--- src/rccbc_pkg.sv ---
// shared types and constants for the cartridge command bank controller
package rccbc_pkg;

  typedef enum logic [1:0] {
    OP_BUTTON = 2'd0,
    OP_WRITE  = 2'd1,
    OP_READ   = 2'd2,
    OP_TICK   = 2'd3
  } op_e;

  typedef enum logic [1:0] {
    SRC_PASS     = 2'd0,
    SRC_CART     = 2'd1,
    SRC_INTERNAL = 2'd2,
    SRC_INVALID  = 2'd3
  } src_e;

  typedef enum logic [2:0] {
    MODE_DISABLED  = 3'd0,
    MODE_LOCKED    = 3'd1,
    MODE_WAITING   = 3'd2,
    MODE_RECEIVING = 3'd3,
    MODE_PENDING   = 3'd4
  } mode_e;

  // cpu addresses of the command port registers
  localparam logic [15:0] ADDR_CONFIRM  = 16'd0;
  localparam logic [15:0] ADDR_COMMAND  = 16'd1;
  localparam logic [15:0] ADDR_DATA_ONE = 16'd2;
  localparam logic [15:0] ADDR_DATA_TWO = 16'd3;
  localparam logic [15:0] ROM_AREA      = 16'd16384;

  localparam logic [7:0] CMD_BANK_FIRST = 8'd1;
  localparam logic [7:0] CMD_BANK_LAST  = 8'd33;
  localparam logic [7:0] CMD_INTERNAL   = 8'd34;
  localparam logic [7:0] CMD_RESET      = 8'd36;
  localparam logic [7:0] CMD_EXTENDED   = 8'd40;
  localparam logic [7:0] CMD_LOCK       = 8'd46;

  localparam logic [7:0] LOCK_KEY_LOCK    = 8'd1;
  localparam logic [7:0] LOCK_KEY_UNLOCK  = 8'd16;
  localparam logic [7:0] LOCK_KEY_DISABLE = 8'd31;

  localparam logic [7:0] INTERNAL_BANK = 8'd32;

  localparam logic [6:0] DELAY_CONFIRM = 7'd35;
  localparam logic [6:0] DELAY_48K     = 7'd119;
  localparam logic [6:0] DELAY_128K    = 7'd121;

  typedef struct packed {
    logic [1:0]  operation;
    logic [15:0] address;
    logic [7:0]  write_data;
    logic [7:0]  tick_tstates;
  } rccbc_in_t;

  typedef struct packed {
    logic [1:0]  read_source;
    logic [18:0] cart_address;
    logic        cpu_reset;
    logic        cpu_nmi;
    logic [2:0]  mode;
    logic [7:0]  active_bank;
  } rccbc_out_t;

  // controller results for one transaction
  typedef struct packed {
    logic       cpu_reset;
    logic       cpu_nmi;
    logic [2:0] mode;
    logic [7:0] active_bank;
  } rccbc_ctrl_t;

  // read mapping results
  typedef struct packed {
    logic [1:0]  read_source;
    logic [18:0] cart_address;
  } rccbc_map_t;

endpackage

--- src/rccbc_map.sv ---
// read mapping of rom-area accesses onto cartridge banks
module rccbc_map import rccbc_pkg::*; #(
  parameter int BANK_BYTES = 16384,
  parameter int NUM_BANKS  = 32
) (
  input  rccbc_in_t  item_i,
  input  logic       switched_on_i,
  input  logic [7:0] bank_i,
  output rccbc_map_t map_o
);

  logic [18:0] cart_addr;

  // byte address wraps at 19 bits
  assign cart_addr = 19'(bank_i) * 19'(BANK_BYTES) + 19'(item_i.address);

  always_comb begin
    map_o.read_source  = SRC_PASS;
    map_o.cart_address = '0;
    if (op_e'(item_i.operation) == OP_READ && switched_on_i && item_i.address < ROM_AREA) begin
      if (bank_i == INTERNAL_BANK) begin
        map_o.read_source = SRC_INTERNAL;
      end else if (bank_i < 8'(NUM_BANKS)) begin
        map_o.read_source  = SRC_CART;
        map_o.cart_address = cart_addr;
      end else begin
        map_o.read_source = SRC_INVALID;
      end
    end
  end

endmodule

--- src/rccbc_ctrl.sv ---
// command decoder, delay timer and bank/mode state of the controller
module rccbc_ctrl import rccbc_pkg::*; (
  input  logic        clk_i,
  input  logic        rst_ni,
  input  logic        cfg_we_i,
  input  logic        cfg_wdata_i,
  input  logic        fire_i,
  input  rccbc_in_t   item_i,
  output logic        switched_on_o,
  output logic [7:0]  bank_o,
  output rccbc_ctrl_t res_o
);

  logic        is_48k_q;
  mode_e       mode_q, mode_d;
  logic        sw_q, sw_d;
  logic [7:0]  bank_q, bank_d;
  logic [7:0]  cmd_q, cmd_d;
  logic [7:0]  d1_q, d1_d;
  logic [7:0]  d2_q, d2_d;
  logic [7:0]  pc_q, pc_d;
  logic [6:0]  dly_q, dly_d;
  logic [15:0] el_q, el_d;
  logic        cfl_q, cfl_d;
  logic        rst_pulse, nmi_pulse;
  logic [16:0] el_sum;
  logic [7:0]  wd;

  // lock command: matching data bytes pick the new mode
  function automatic mode_e apply_lock(mode_e cur, logic [7:0] a, logic [7:0] b);
    mode_e m;
    m = cur;
    if (a == b) begin
      case (a)
        LOCK_KEY_LOCK:    m = MODE_LOCKED;
        LOCK_KEY_UNLOCK:  m = MODE_WAITING;
        LOCK_KEY_DISABLE: m = MODE_DISABLED;
        default:          m = cur;
      endcase
    end
    return m;
  endfunction

  assign wd     = item_i.write_data;
  assign el_sum = {1'b0, el_q} + 17'(item_i.tick_tstates);

  always_comb begin
    mode_d    = mode_q;
    sw_d      = sw_q;
    bank_d    = bank_q;
    cmd_d     = cmd_q;
    d1_d      = d1_q;
    d2_d      = d2_q;
    pc_d      = pc_q;
    dly_d     = dly_q;
    el_d      = el_q;
    cfl_d     = cfl_q;
    rst_pulse = 1'b0;
    nmi_pulse = 1'b0;
    case (op_e'(item_i.operation))
      OP_BUTTON: begin
        sw_d      = 1'b1;
        bank_d    = '0;
        mode_d    = MODE_WAITING;
        cfl_d     = 1'b0;
        rst_pulse = 1'b1;
      end
      OP_WRITE: begin
        if (sw_q && item_i.address < ROM_AREA && mode_q != MODE_DISABLED) begin
          case (item_i.address)
            ADDR_CONFIRM: begin
              mode_d = MODE_PENDING;
              dly_d  = DELAY_CONFIRM;
              el_d   = '0;
              cfl_d  = (mode_q == MODE_LOCKED) || (mode_q == MODE_PENDING && cfl_q);
            end
            ADDR_COMMAND: begin
              if (mode_d == MODE_WAITING) begin
                pc_d   = '0;
                cmd_d  = wd;
                mode_d = MODE_RECEIVING;
              end
              if (mode_d == MODE_RECEIVING) begin
                pc_d = pc_d + 8'd1;
                // simple command complete once its value matches the write count
                if (wd < CMD_EXTENDED && wd == pc_d) begin
                  mode_d = MODE_PENDING;
                  dly_d  = is_48k_q ? DELAY_48K : DELAY_128K;
                  el_d   = '0;
                  cfl_d  = 1'b0;
                end else if (wd != cmd_d) begin
                  pc_d  = 8'd1;
                  cmd_d = wd;
                end
              end
            end
            ADDR_DATA_ONE: d1_d = wd;
            ADDR_DATA_TWO: d2_d = wd;
            default: ;
          endcase
        end
      end
      OP_TICK: begin
        el_d = el_sum[16] ? 16'hFFFF : el_sum[15:0];
        if (mode_q == MODE_PENDING && el_d > {9'd0, dly_q}) begin
          if (cfl_q) begin
            // scheduled while locked: only the lock command may act
            mode_d = MODE_LOCKED;
            if (cmd_q == CMD_LOCK) begin
              mode_d = apply_lock(MODE_LOCKED, d1_q, d2_q);
            end
            cfl_d = 1'b0;
          end else begin
            if (cmd_q inside {[CMD_BANK_FIRST:CMD_BANK_LAST]}) begin
              bank_d = cmd_q - 8'd1;
            end else if (cmd_q == CMD_INTERNAL) begin
              mode_d = MODE_LOCKED;
              bank_d = INTERNAL_BANK;
            end else if (cmd_q == CMD_RESET) begin
              rst_pulse = 1'b1;
            end else if (cmd_q == CMD_EXTENDED) begin
              bank_d = d1_q - 8'd1;
              if (d2_q[3]) mode_d = MODE_DISABLED;
              if (d2_q[2]) mode_d = MODE_LOCKED;
              nmi_pulse = d2_q[1];
              rst_pulse = d2_q[0];
            end else if (cmd_q == CMD_LOCK) begin
              mode_d = apply_lock(mode_d, d1_q, d2_q);
            end
            if (mode_d == MODE_PENDING) mode_d = MODE_WAITING;
          end
        end
      end
      default: ;
    endcase
  end

  always_ff @(posedge clk_i or negedge rst_ni) begin
    if (!rst_ni) begin
      is_48k_q <= 1'b1;
    end else if (cfg_we_i) begin
      is_48k_q <= cfg_wdata_i;
    end
  end

  always_ff @(posedge clk_i or negedge rst_ni) begin
    if (!rst_ni) begin
      mode_q <= MODE_DISABLED;
      sw_q   <= 1'b0;
      bank_q <= '0;
      cmd_q  <= '0;
      d1_q   <= '0;
      d2_q   <= '0;
      pc_q   <= '0;
      dly_q  <= '0;
      el_q   <= '0;
      cfl_q  <= 1'b0;
    end else if (fire_i) begin
      mode_q <= mode_d;
      sw_q   <= sw_d;
      bank_q <= bank_d;
      cmd_q  <= cmd_d;
      d1_q   <= d1_d;
      d2_q   <= d2_d;
      pc_q   <= pc_d;
      dly_q  <= dly_d;
      el_q   <= el_d;
      cfl_q  <= cfl_d;
    end
  end

  assign switched_on_o     = sw_q;
  assign bank_o            = bank_q;
  assign res_o.cpu_reset   = rst_pulse;
  assign res_o.cpu_nmi     = nmi_pulse;
  assign res_o.mode        = mode_d;
  assign res_o.active_bank = bank_d;

  a_nmi_from_tick: assert property (@(posedge clk_i) disable iff (!rst_ni)
    (fire_i && res_o.cpu_nmi) |-> (op_e'(item_i.operation) == OP_TICK))
    else $error("nmi pulse outside an instruction tick");

  a_locked_flag_pending: assert property (@(posedge clk_i) disable iff (!rst_ni)
    cfl_q |-> (mode_q == MODE_PENDING))
    else $error("locked-origin flag set while not pending");

  a_pending_delay: assert property (@(posedge clk_i) disable iff (!rst_ni)
    (mode_q == MODE_PENDING) |->
      (dly_q == DELAY_CONFIRM || dly_q == DELAY_48K || dly_q == DELAY_128K))
    else $error("pending command with unexpected delay");

  a_no_change_when_off: assert property (@(posedge clk_i) disable iff (!rst_ni)
    (fire_i && !sw_q && op_e'(item_i.operation) == OP_WRITE) |=>
      ($stable(mode_q) && $stable(bank_q)))
    else $error("write changed state before switch-on");

endmodule

--- src/rom_cartridge_command_bank_controller_top.sv ---
// top level of the rom cartridge command bank controller
// Each transaction (button press, memory write, memory read or instruction tick) gives one
// result. An accepted transaction is held in an input register, processed in one pass of
// decode and state update, and its result is captured in an output register, so while the
// output is not stalled a new transaction is taken every cycle; each result passes through
// the input register and then the output register before it is offered. A stalled output
// holds the result and, once the input register is also full, holds off the input.
// The rate is one transaction per cycle while the output is not stalled. The machine_is_48k
// register (cfg_we_i / cfg_wdata_i) picks the delay of simple commands and should be
// written only while no transaction is in flight.
module rom_cartridge_command_bank_controller_top import rccbc_pkg::*; #(
  parameter int BANK_BYTES = 16384,
  parameter int NUM_BANKS  = 32
) (
  input  logic       clk_i,
  input  logic       rst_ni,
  input  logic       cfg_we_i,
  input  logic       cfg_wdata_i,
  input  logic       in_valid_i,
  output logic       in_ready_o,
  input  rccbc_in_t  in_data_i,
  output logic       out_valid_o,
  input  logic       out_ready_i,
  output rccbc_out_t out_data_o
);

  logic        in_valid_q;
  rccbc_in_t   in_q;
  logic        out_valid_q;
  rccbc_out_t  out_q;
  logic        fire;
  logic        sw;
  logic [7:0]  bank;
  rccbc_ctrl_t ctrl_res;
  rccbc_map_t  map_res;

  // process the held transaction when the result register can take it
  assign fire       = in_valid_q && (!out_valid_q || out_ready_i);
  assign in_ready_o = !in_valid_q || fire;

  always_ff @(posedge clk_i or negedge rst_ni) begin
    if (!rst_ni) begin
      in_valid_q  <= 1'b0;
      out_valid_q <= 1'b0;
    end else begin
      if (in_ready_o) in_valid_q <= in_valid_i;
      if (fire) begin
        out_valid_q <= 1'b1;
      end else if (out_ready_i) begin
        out_valid_q <= 1'b0;
      end
    end
  end

  always_ff @(posedge clk_i) begin
    if (in_ready_o && in_valid_i) in_q <= in_data_i;
    if (fire) begin
      out_q.read_source  <= map_res.read_source;
      out_q.cart_address <= map_res.cart_address;
      out_q.cpu_reset    <= ctrl_res.cpu_reset;
      out_q.cpu_nmi      <= ctrl_res.cpu_nmi;
      out_q.mode         <= ctrl_res.mode;
      out_q.active_bank  <= ctrl_res.active_bank;
    end
  end

  rccbc_ctrl u_ctrl (
    .clk_i         (clk_i),
    .rst_ni        (rst_ni),
    .cfg_we_i      (cfg_we_i),
    .cfg_wdata_i   (cfg_wdata_i),
    .fire_i        (fire),
    .item_i        (in_q),
    .switched_on_o (sw),
    .bank_o        (bank),
    .res_o         (ctrl_res)
  );

  rccbc_map #(
    .BANK_BYTES (BANK_BYTES),
    .NUM_BANKS  (NUM_BANKS)
  ) u_map (
    .item_i        (in_q),
    .switched_on_i (sw),
    .bank_i        (bank),
    .map_o         (map_res)
  );

  assign out_valid_o = out_valid_q;
  assign out_data_o  = out_q;

endmodule

--- config.mk ---
export PLATFORM = sky130hd
export DESIGN_NAME = rom_cartridge_command_bank_controller_top
export DESIGN_NICKNAME = d
export VERILOG_FILES = /design/src/rccbc_pkg.sv /design/src/rccbc_map.sv /design/src/rccbc_ctrl.sv /design/src/rom_cartridge_command_bank_controller_top.sv
export SDC_FILE = /design/constraint.sdc
export NUM_CORES = 1
export LEC_CHECK = 0
export BUFFER_PORTS_ARGS = -buffer_cell sky130_fd_sc_hd__buf_2
export CORE_ASPECT_RATIO = 0.7
export CORE_MARGIN = 2
export CORE_UTILIZATION = 60
export DETAILED_ROUTE_END_ITERATION = 7
export PLACE_DENSITY_LB_ADDON = 0.15
export SLEW_MARGIN = 20
export SYNTH_ARGS = -nofsm -noshare
export SYNTH_HDL_FRONTEND = slang
export SYNTH_HIERARCHICAL = 1
export SYNTH_SLANG_ARGS = --single-unit
--- constraint.sdc ---
create_clock -name clk_i -period 5.9 [get_ports clk_i]
set_input_delay 1.475 -clock clk_i [delete_from_list [all_inputs] [get_ports clk_i]]
set_output_delay 1.475 -clock clk_i [all_outputs]
set_load 0.02 [all_outputs]
==> flow_summary_export.csv <==
group,metric,value,unit
run_status,status,"completed",
synth,synth_seq_cells,137,
global_route,track_usage,28.7,%
cts,cts_hold_buf,0,
timing,setup_violations,0,
drt,post-route-drc-count,0,
critical_path,path_max_fanout,22,
placement,dp_slack,1040,ps
timing,post-route-min-period,5030,ps
cts,cts_tree,"built",
cts,clk_latency,420,ps
global_route,antenna_found_initial,0,
synth,synth_edf_count,68,
final_layout,num_antenna_cells,0,
power,seq_power_share,38.8,%
placement,io_buffers,75,
placement,place_inst,1008,
timing,fin_tns_setup,0,ps
timing,finalWorstSetupSlack,874,ps
timing,slew_viol_final,0,
timing,finClkSkew,9.21,ps
critical_path,cp_cell_sequence,"ha_1 > fa_1 > a211oi_1 > o21ai_1 > nand3_2 > nand2_1 > ha_1 > nand4_1 > o21bai_1 > a31o_2 > and4_1 > and4_1 > a211o_1 > a2111oi_0 > a221o_1",
synth,synth_warnings,6,
cts,clockBufferDepth,2,
power,p_per_area,335,nW/µm²
floorplan,start_util,62.0,%
power,p_sw,1.03,mW
drt,ant_nets,0,
power,leakage,3.87,nW
timing,fin_crit_sh,85.2,%
critical_path,crit_buf_inv,0,
synth,synth-main-ff-cell,"edfxtp_1",
placement,place.gp.congestion,1.01,
floorplan,fp.dieW,144,µm
drt,drt-initial-drc-count,692,
global_route,grt_pass1_vias,6418,
synth,synth-seq-area-share,45.8,%
synth,async_flop_share,50.4,%
synth,yosys.area.top_type,"edfxtp_1",
hold_path,hold_class,"register to register",
synth,ys_types,92,
final_layout,nets,915,
cts,clock-sinks,137,
drt,drt-pass1-iter-count,5,
floorplan,dieArea,14700,µm²
power,ir_drop,209,µV
global_route,grt_pass1_wl,32500,µm
cts,cts_resized,0,
critical_path,required,6190,ps
job,max-cap-violations,0,
critical_path,r2r_setup_slack,870,ps
timing,worst-slew-pin-transition,949,ps
floorplan,core-area,13300,µm²
power,combPwrFrac,26.6,%
cts,cts_root_buf,"clkbuf_16",
drt,num_vias,6744,
synth,synthCells,784,
timing,whs,492,ps
critical_path,crit_family,"compound AO/OA/AOI/OAI gates",
power,cellInternalPower,2.07,mW
synth,synthesis.area,8230,µm²
cts,cts_setup_buffers,0,
critical_path,startpoint_type,"register",
global_route,grt_max_degree,70,
placement,dp_hpwl,14400,µm
floorplan,die_h,102,µm
floorplan,row_count,35,
synth,syn_nets,857,
timing,max_slew_margin,36.7,%
power,p_total,3.10,mW
cts,cts.clk_slew.worst_paths,60,ps
cts,h-tree-depth,4,
power,power.share.clock,34.6,%
final_layout,instances_no_fill,1040,
synth,synth_top_area_share,24.8,%
final_layout,drive_gt1_share,19.4,%
critical_path,crit_type,"register to register",
critical_path,cpPeakStageDelay,650,ps
synth,syn_area_per_cell,10.5,µm²
synth,netlist_top_cells_area,"edfxtp_1 (25%), dfrtp_1 (21%), ha_1 (4.7%)",
final_layout,area_delta_synth_final,12.5,%
timing,rsz0062_at_grt,"false",
drt,drt-vias-per-instance,6.48,
critical_path,worstPathArrival,5310,ps
critical_path,end_kind,"register",
global_route,overflow,0,
drt,wire_per_inst,19.3,µm
power,switching_share,33.2,%
timing,hold_violations,0,
floorplan,ios,76,
drt,wl,20000,µm
critical_path,slowest_stage,"a2111oi_0",
timing,fmax,0.199,GHz
cts,cts_buffers,17,
-- power groups by stage --
stage,Clock [mW],Combinational (mW),Sequential (mW)
global route,1.12,0.902,1.22
detailed placement,0,0.796,1.22
finish,1.07,0.825,1.20
floorplan,0,0.580,1.21
CTS,1.09,0.808,1.20
global placement,0,0.768,1.22
-- metrics by stage --
stage | area, µm² | utilization [%]
floorplan | 8230 | -
global placement | 8660 | 65.3
finish | 9260 | 69.8
detailed placement | 8660 | 65.3
CTS | 9260 | 69.8
global route | 9260 | 69.8
-- path summary, 6_finish.rpt --
path	startpoint	endpoint	cells past startpoint
max	u_ctrl/el_q[0]	out_data_o[3]	15
min	u_ctrl/switched_on_o	u_ctrl/switched_on_o	1
max reg2reg	u_ctrl/el_q[0]	out_data_o[3]	15
min reg2reg	u_ctrl/switched_on_o	u_ctrl/switched_on_o	1
max in group asynchronous	rst_ni	u_ctrl/bank_o[6]	2
min in group asynchronous	rst_ni	u_ctrl/el_q[4]	2
-- registers in the layout, indices dropped and copies added, names as in the netlist --
| name | flops |
|---|---|
| out_valid_o | 1 |
| u_ctrl/bank_o | 8 |
| u_ctrl/dly_q | 5 |
| u_ctrl/d2_q | 8 |
| u_ctrl/pc_q | 8 |
| u_ctrl/cmd_q | 8 |
| out_data_o | 34 |
| in_q | 34 |
| in_valid_q | 1 |
| u_ctrl/d1_q | 8 |
| u_ctrl/cfl_q | 1 |
| u_ctrl/switched_on_o | 1 |
| u_ctrl/is_48k_q | 1 |
| u_ctrl/mode_q | 3 |
| u_ctrl/el_q | 16 |
-- cell usage after synthesis (4+ instances only) --
cell,n
dfrtp_1,68
edfxtp_1,68
nand2_1,58
o21ai_0,36
nand3_1,35
nor2_1,34
ha_1,31
inv_1,27
a21oi_1,26
xnor2_1,22
clkbuf_1,21
mux2_2,21
xor2_1,20
and2_1,18
a211oi_1,16
nand4_1,15
nor3_1,15
nand2b_1,14
nor4_1,14
a21o_1,12
and3_1,12
buf_2,11
o211ai_1,11
or3_1,10
nor2b_1,9
o22ai_1,9
and2_2,8
o311ai_0,8
a32o_1,7
a22oi_1,6
o31ai_1,6
a221o_1,5
a31oi_1,5
and4_1,5
or4_1,5
buf_4,4
nand3b_1,4
nor3b_1,4
o21a_1,4
o2bb2ai_1,4
o41ai_1,4
-- worst register-to-register path: cells and delay by family, from the launching register on --
kind	cells	cell delay, ps
AOI/OAI and AO/OA	7	2620
and+or+nand+nor	5	900
DFF	1	390
adders and majority gates	3	1000
-- layer usage --
metal  global-route usage (%)  routed length (µm)  share of wire, %
met4                     8.45                 310               1.5
met2                     44.6                8930                45
met3                     5.25                1580               7.9
met5                        0                   0                 0
met1                     41.7                9200                46
-- logic make-up after synthesis --
group,after synthesis,share of synthesized area [%]
AOI/OAI and AO/OA,198,17.8
xor gates and xnor gates,43,4.75
adders and majority gates,33,5.20
buffers and inverters,68,3.73
DFF,137,45.8
muxes,25,3.39
and+or+nand+nor,280,19.3
-- placed cells by master, fill, tap and decap left out, drive strengths merged, types with 9 or more instances in the layout --
cell type	instances
edfxtp	68
nand2	59
and3	12
mux2	23
buf	79
ha	31
clkinv	9
nor2	34
or3	11
nand4	15
and2	28
xor2	20
o211ai	11
inv	32
a21o	12
nor3	15
o22ai	9
dfrtp	68
xnor2	22
a211oi	17
nor4	15
nand3	36
a21oi	28
nand2b	15
o21ai	40
clkbuf	17
nor2b	9
-- cell type report --
cell class	instances	area, µm²
Fill cell	997	4010
Multi-Input combinational cell	579	4150
Clock inverter	15	168
Sequential cell	137	3770
Inverter	28	105
Tap cell	185	231
Clock buffer	17	425
Timing Repair Buffer	79	405
Power figures use the tool's default switching activity.
